File: src/rtl/core/cau_pkg.sv
// ----------------------------------------------------------------------------
// Complex arithmetic unit package
// Operation and status codes, and the control word that travels down the
// pipeline beside the data.
// ----------------------------------------------------------------------------
package cau_pkg;

  localparam int RES_W = 64;

  localparam logic [2:0] OP_ADD = 3'd0;
  localparam logic [2:0] OP_SUB = 3'd1;
  localparam logic [2:0] OP_MUL = 3'd2;
  localparam logic [2:0] OP_DIV = 3'd3;
  localparam logic [2:0] OP_CMP = 3'd4;

  localparam logic [2:0] ST_OK   = 3'd0;
  localparam logic [2:0] ST_REAL = 3'd1;
  localparam logic [2:0] ST_IMAG = 3'd2;
  localparam logic [2:0] ST_DIV0 = 3'd3;
  localparam logic [2:0] ST_SAT  = 3'd4;

  typedef struct packed {
    logic       valid;
    logic       is_div;
    logic       zero_res;
    logic       eq;
    logic [2:0] status;
  } cau_ctrl_t;

endpackage

File: src/rtl/core/cau_div_stage.sv
// ----------------------------------------------------------------------------
// Complex arithmetic divider stage
// One restoring division step for the real and imaginary numerators over a
// shared denominator, with the item's other fields carried alongside.
// ----------------------------------------------------------------------------
module cau_div_stage #(
  parameter int DW  = 64,
  parameter int QB  = 40,
  parameter int SBW = 132
) (
  input  logic               clk,
  input  logic               rst,
  input  cau_pkg::cau_ctrl_t ctrl_i,
  input  logic [SBW-1:0]     side_i,
  input  logic [DW-1:0]      den_i,
  input  logic [DW-1:0]      rem_re_i,
  input  logic [DW-1:0]      rem_im_i,
  input  logic [QB-1:0]      nq_re_i,
  input  logic [QB-1:0]      nq_im_i,
  output cau_pkg::cau_ctrl_t ctrl_o,
  output logic [SBW-1:0]     side_o,
  output logic [DW-1:0]      den_o,
  output logic [DW-1:0]      rem_re_o,
  output logic [DW-1:0]      rem_im_o,
  output logic [QB-1:0]      nq_re_o,
  output logic [QB-1:0]      nq_im_o
);
  import cau_pkg::*;

  // The low part of nq holds quotient bits, the high part the numerator bits
  // still to be brought down.
  function automatic logic [DW+QB-1:0] div_step(input logic [DW-1:0] rem,
                                                input logic [QB-1:0] nq,
                                                input logic [DW-1:0] den);
    logic [DW:0] t;
    logic        ge;
    logic [DW:0] diff;
    t    = {rem, nq[QB-1]};
    ge   = (t >= {1'b0, den});
    diff = t - {1'b0, den};
    return {(ge ? diff[DW-1:0] : t[DW-1:0]), nq[QB-2:0], ge};
  endfunction

  logic [DW+QB-1:0] st_re, st_im;

  assign st_re = div_step(rem_re_i, nq_re_i, den_i);
  assign st_im = div_step(rem_im_i, nq_im_i, den_i);

  always_ff @(posedge clk) begin
    if (rst) begin
      ctrl_o.valid <= 1'b0;
    end else begin
      ctrl_o.valid <= ctrl_i.valid;
    end
    ctrl_o.is_div   <= ctrl_i.is_div;
    ctrl_o.zero_res <= ctrl_i.zero_res;
    ctrl_o.eq       <= ctrl_i.eq;
    ctrl_o.status   <= ctrl_i.status;
    side_o   <= side_i;
    den_o    <= den_i;
    rem_re_o <= st_re[DW+QB-1:QB];
    nq_re_o  <= st_re[QB-1:0];
    rem_im_o <= st_im[DW+QB-1:QB];
    nq_im_o  <= st_im[QB-1:0];
  end

endmodule
File: config.mk
export PLATFORM = sky130hd
export DESIGN_NAME = cau_div_stage
export DESIGN_NICKNAME = d
export VERILOG_FILES = /design/src/rtl/core/cau_pkg.sv /design/src/rtl/core/cau_div_stage.sv
export SDC_FILE = /design/constraint.sdc
export NUM_CORES = 1
export LEC_CHECK = 0
export BUFFER_PORTS_ARGS = -buffer_cell sky130_fd_sc_hd__buf_4
export CAP_MARGIN = 20
export CORE_AREA = 2 2 323 325
export DETAILED_ROUTE_END_ITERATION = 10
export DIE_AREA = 0 0 325 327
export GPL_TIMING_DRIVEN = 0
export HOLD_SLACK_MARGIN = 0.1
export PLACE_DENSITY = 0.34
export SLEW_MARGIN = 20
export SYNTH_ARGS = -nofsm -noshare
export SYNTH_HDL_FRONTEND = slang
export SYNTH_SLANG_ARGS = --single-unit
File: constraint.sdc
create_clock -name clk -period 7.8 [get_ports clk]
set_clock_uncertainty 0.15 [all_clocks]
set_input_delay 0.78 -clock clk [delete_from_list [all_inputs] [get_ports clk]]
set_output_delay 0.78 -clock clk [all_outputs]
set_load 0.005 [all_outputs]
==> results_dict.tcl <==
set metrics [dict create \
    outcome "finished, final reports clean" \
    max_slew.worst_pin.slew_ns 0.764 \
    die_y_um 327 \
    grt_max_degree 16 \
    antenna_found_initial 25 \
    crit_path_cell_trace "dlygate4sd3_1 > buf_4 > inv_1 > ha_1 > buf_2 > nand4_1 > nor4_2 > nand3_1 > o22ai_1 > o21ai_1 > nand2_1 > a21oi_1 > o31ai_4 > buf_2 > buf_2 > a21oi_1" \
    netlist_area_sq_um 17900 \
    cts_tree "built" \
    crit_path_start_kind "primary input" \
    postRouteAntennaNets 0 \
    crit_fanout 10 \
    fin_crit_ns 4.92 \
    cts_root_buffer "clkbuf_16" \
    ys_seq_elements 411 \
    coreArea_sq_um 103000 \
    max_slew_margin_pct 48.5 \
    crit_type "in -> reg" \
    slowest_stage "dlygate4sd3_1" \
    cts_resized 0 \
    grt_pass1_vias 19900 \
    wirelength_mm 102 \
    io_pins 824 \
    drc 0 \
    synth.avg_cell_area_sq_um 9.25 \
    syn_inst 1936 \
    cts.sinks 411 \
    holdBufCountCts 278 \
    grt_overflow 0 \
    cp_data_arrival_time_ns 5.27 \
    hold_viol_final 0 \
    clk_pin_slew_ns 0.06 \
    gr-usage-all-layers_pct 18.4 \
    num_rows 118 \
    rsz0062_at_grt "no" \
    nNetsFinal 3635 \
    p_switching_mw 2.01 \
    setup_tns_ns 0 \
    p_sw_share_pct 29.9 \
    n_fill_cell 11000 \
    final_common_cell "buf_4" \
    final_cell_mix "buf_4 (831), dfxtp_1 (411), dlygate4sd3_1 (278), a21oi_1 (241), nor2_1 (184)" \
    synth_edf_count 0 \
    start_util_pct 17.4 \
    ir_drop_uv 164 \
    cts_made_buffers 52 \
    setup-violations-final 0 \
    io_buffers 823 \
    fin_crit_sh_pct 63.1 \
    ys.flop_type "dfxtp_1" \
    yosysWarnings 0 \
    cts.htree.levels 2 \
    cp_common_cell "buf_2" \
    path_depth 16 \
    post_cts_buffers 0 \
    fin_cells 4515 \
    synth_nets 2479 \
    min_path_cells 1 \
    placed_cells 4140 \
    via_per_inst 4.22 \
    comb_power_share_pct 26.0 \
    grt_pass1_wl_mm 143 \
    clockBufferDepth 3 \
    leakagePower_nw 13.9 \
    max_stage_delay_ns 0.53 \
    chipWidth_um 325 \
    powerDensity_nw_per_um2 220 \
    pwr-share-seq_pct 35.8 \
    worst_setup_path_end_kind "register" \
    synth_cell_types 84 \
    route.vias.total 19000 \
    max_freq_mhz 203 \
    gp_congestion 0.906 \
    async_flop_share_pct 0 \
    dp.final_hpwl_mm 86.0 \
    crit_buf_inv 6 \
    drv_cap 0 \
    drt_iter0_markers 825 \
    maxSlewViolCount 0 \
    required_ns 8.14 \
    hp-class "in -> reg" \
    drive_above_1_share_pct 32.1 \
    firstDrtPassIters 5 \
    intPower_mw 4.70 \
    ys_seq_area_share_pct 45.9 \
    area_growth_pct 70.0 \
    wl_per_cell_um 22.5 \
    critPathTopFamily "buffers and inverters" \
    pwr-share-clk_pct 38.2 \
    die-area_sq_um 106000 \
]
==> synth_stat cells (all sizes together) (3+ instances only) <==
cell type / number / area share (%)
a2111oi: 5 / 0.35
a211o: 4 / 0.20
a211oi: 15 / 0.66
a21boi: 9 / 0.38
a21o: 52 / 2.2
a21oi: 246 / 7.0
a311oi: 3 / 0.15
a31o: 4 / 0.20
a31oi: 19 / 0.70
a41oi: 6 / 0.29
and2: 9 / 0.31
and3: 15 / 0.53
and4: 3 / 0.15
buf: 47 / 1.5
clkbuf: 31 / 0.68
dfxtp: 411 / 46
ha: 128 / 8.9
inv: 93 / 1.9
mux2: 34 / 2.1
nand2: 131 / 2.7
nand2b: 16 / 0.56
nand3: 33 / 0.92
nand3b: 4 / 0.17
nand4: 39 / 1.4
nor2: 185 / 3.9
nor2b: 12 / 0.42
nor3: 29 / 0.84
nor4: 9 / 0.35
o211ai: 13 / 0.57
o21a: 14 / 0.59
o21ai: 99 / 2.8
o21bai: 30 / 1.3
o221ai: 3 / 0.15
o31ai: 12 / 0.58
o41ai: 4 / 0.34
or2: 4 / 0.14
or3: 9 / 0.31
or4: 3 / 0.13
xnor2: 63 / 3.1
xor2: 55 / 2.7
==> cell families after synthesis <==
logic type	synth area share [%]
flops	45.9
xor+xnor	5.77
simple gates	13.0
mux	2.19
fa+ha+maj	9.16
buf+inv	4.15
compound gates	19.8
==> flip-flops by register name (all words and copies together), names as in the netlist <==
name      count
rem_im_o     64
den_o        64
nq_im_o      40
ctrl_o        7
rem_re_o     64
side_o      132
nq_re_o      40
==> layout make-up <==
type / instances / area (sq um) / share of cell area, %
diodes: 2 / 5.00 / 0.0164
plain buffers: 78 / 394 / 1.29
clock buffers: 75 / 1570 / 5.15
clock inverters: 20 / 273 / 0.896
inverters: 93 / 349 / 1.15
multi-input cells: 1354 / 8940 / 29.4
flip-flops and latches: 411 / 8230 / 27.0
well taps: 1380 / 1730 / 5.67
repair buffers: 1102 / 8970 / 29.4
==> final timing paths <==
path	slack, ns	endpoint	from
hold / removal	0.16	den_o[26]$_DFF_P_	den_i[26]
setup / recovery	2.88	rem_re_o[23]$_DFF_P_	den_i[25]
==> per-layer routing <==
| metal | up-vias | GRT usage (%) | part of all wire, % |
|---|---|---|---|
| met2 | 639 | 35.6 | 54 |
| met5 | - | 0 | 0.068 |
| met1 | 9115 | 20.3 | 39 |
| li1 | 9160 | - | - |
| met4 | 10 | 4.06 | 2.0 |
| met3 | 122 | 3.89 | 5.5 |
==> power by group through the flow <==
stage                     Clock (mW)  Combinational [mW]  Sequential [mW]
after detailed placement           0                1.64             2.45
after floorplan                    0               0.702             2.46
after global routing            2.73                1.90             2.42
final                           2.56                1.74             2.40
after global placement             0                1.65             2.45
after CTS                       2.66                1.78             2.41
==> per-stage QoR <==
step / worst slack, ns / util [%] / hold slack, ns / cell area [sq um] / total power, mW
2_1_floorplan: 4.32 / - / 0.658 / 17900 / 3.16
3_3_place_gp: 2.50 / 25.1 / 0.735 / 25800 / 4.10
3_5_place_dp: 2.50 / 25.1 / 0.735 / 25800 / 4.09
4_1_cts: 2.66 / 29.6 / 0.102 / 30400 / 6.85
5_1_grt: 2.50 / 29.6 / 0.109 / 30500 / 7.05
6_report: 2.88 / 29.6 / 0.158 / 30500 / 6.71
Power figures use the tool's default switching activity.
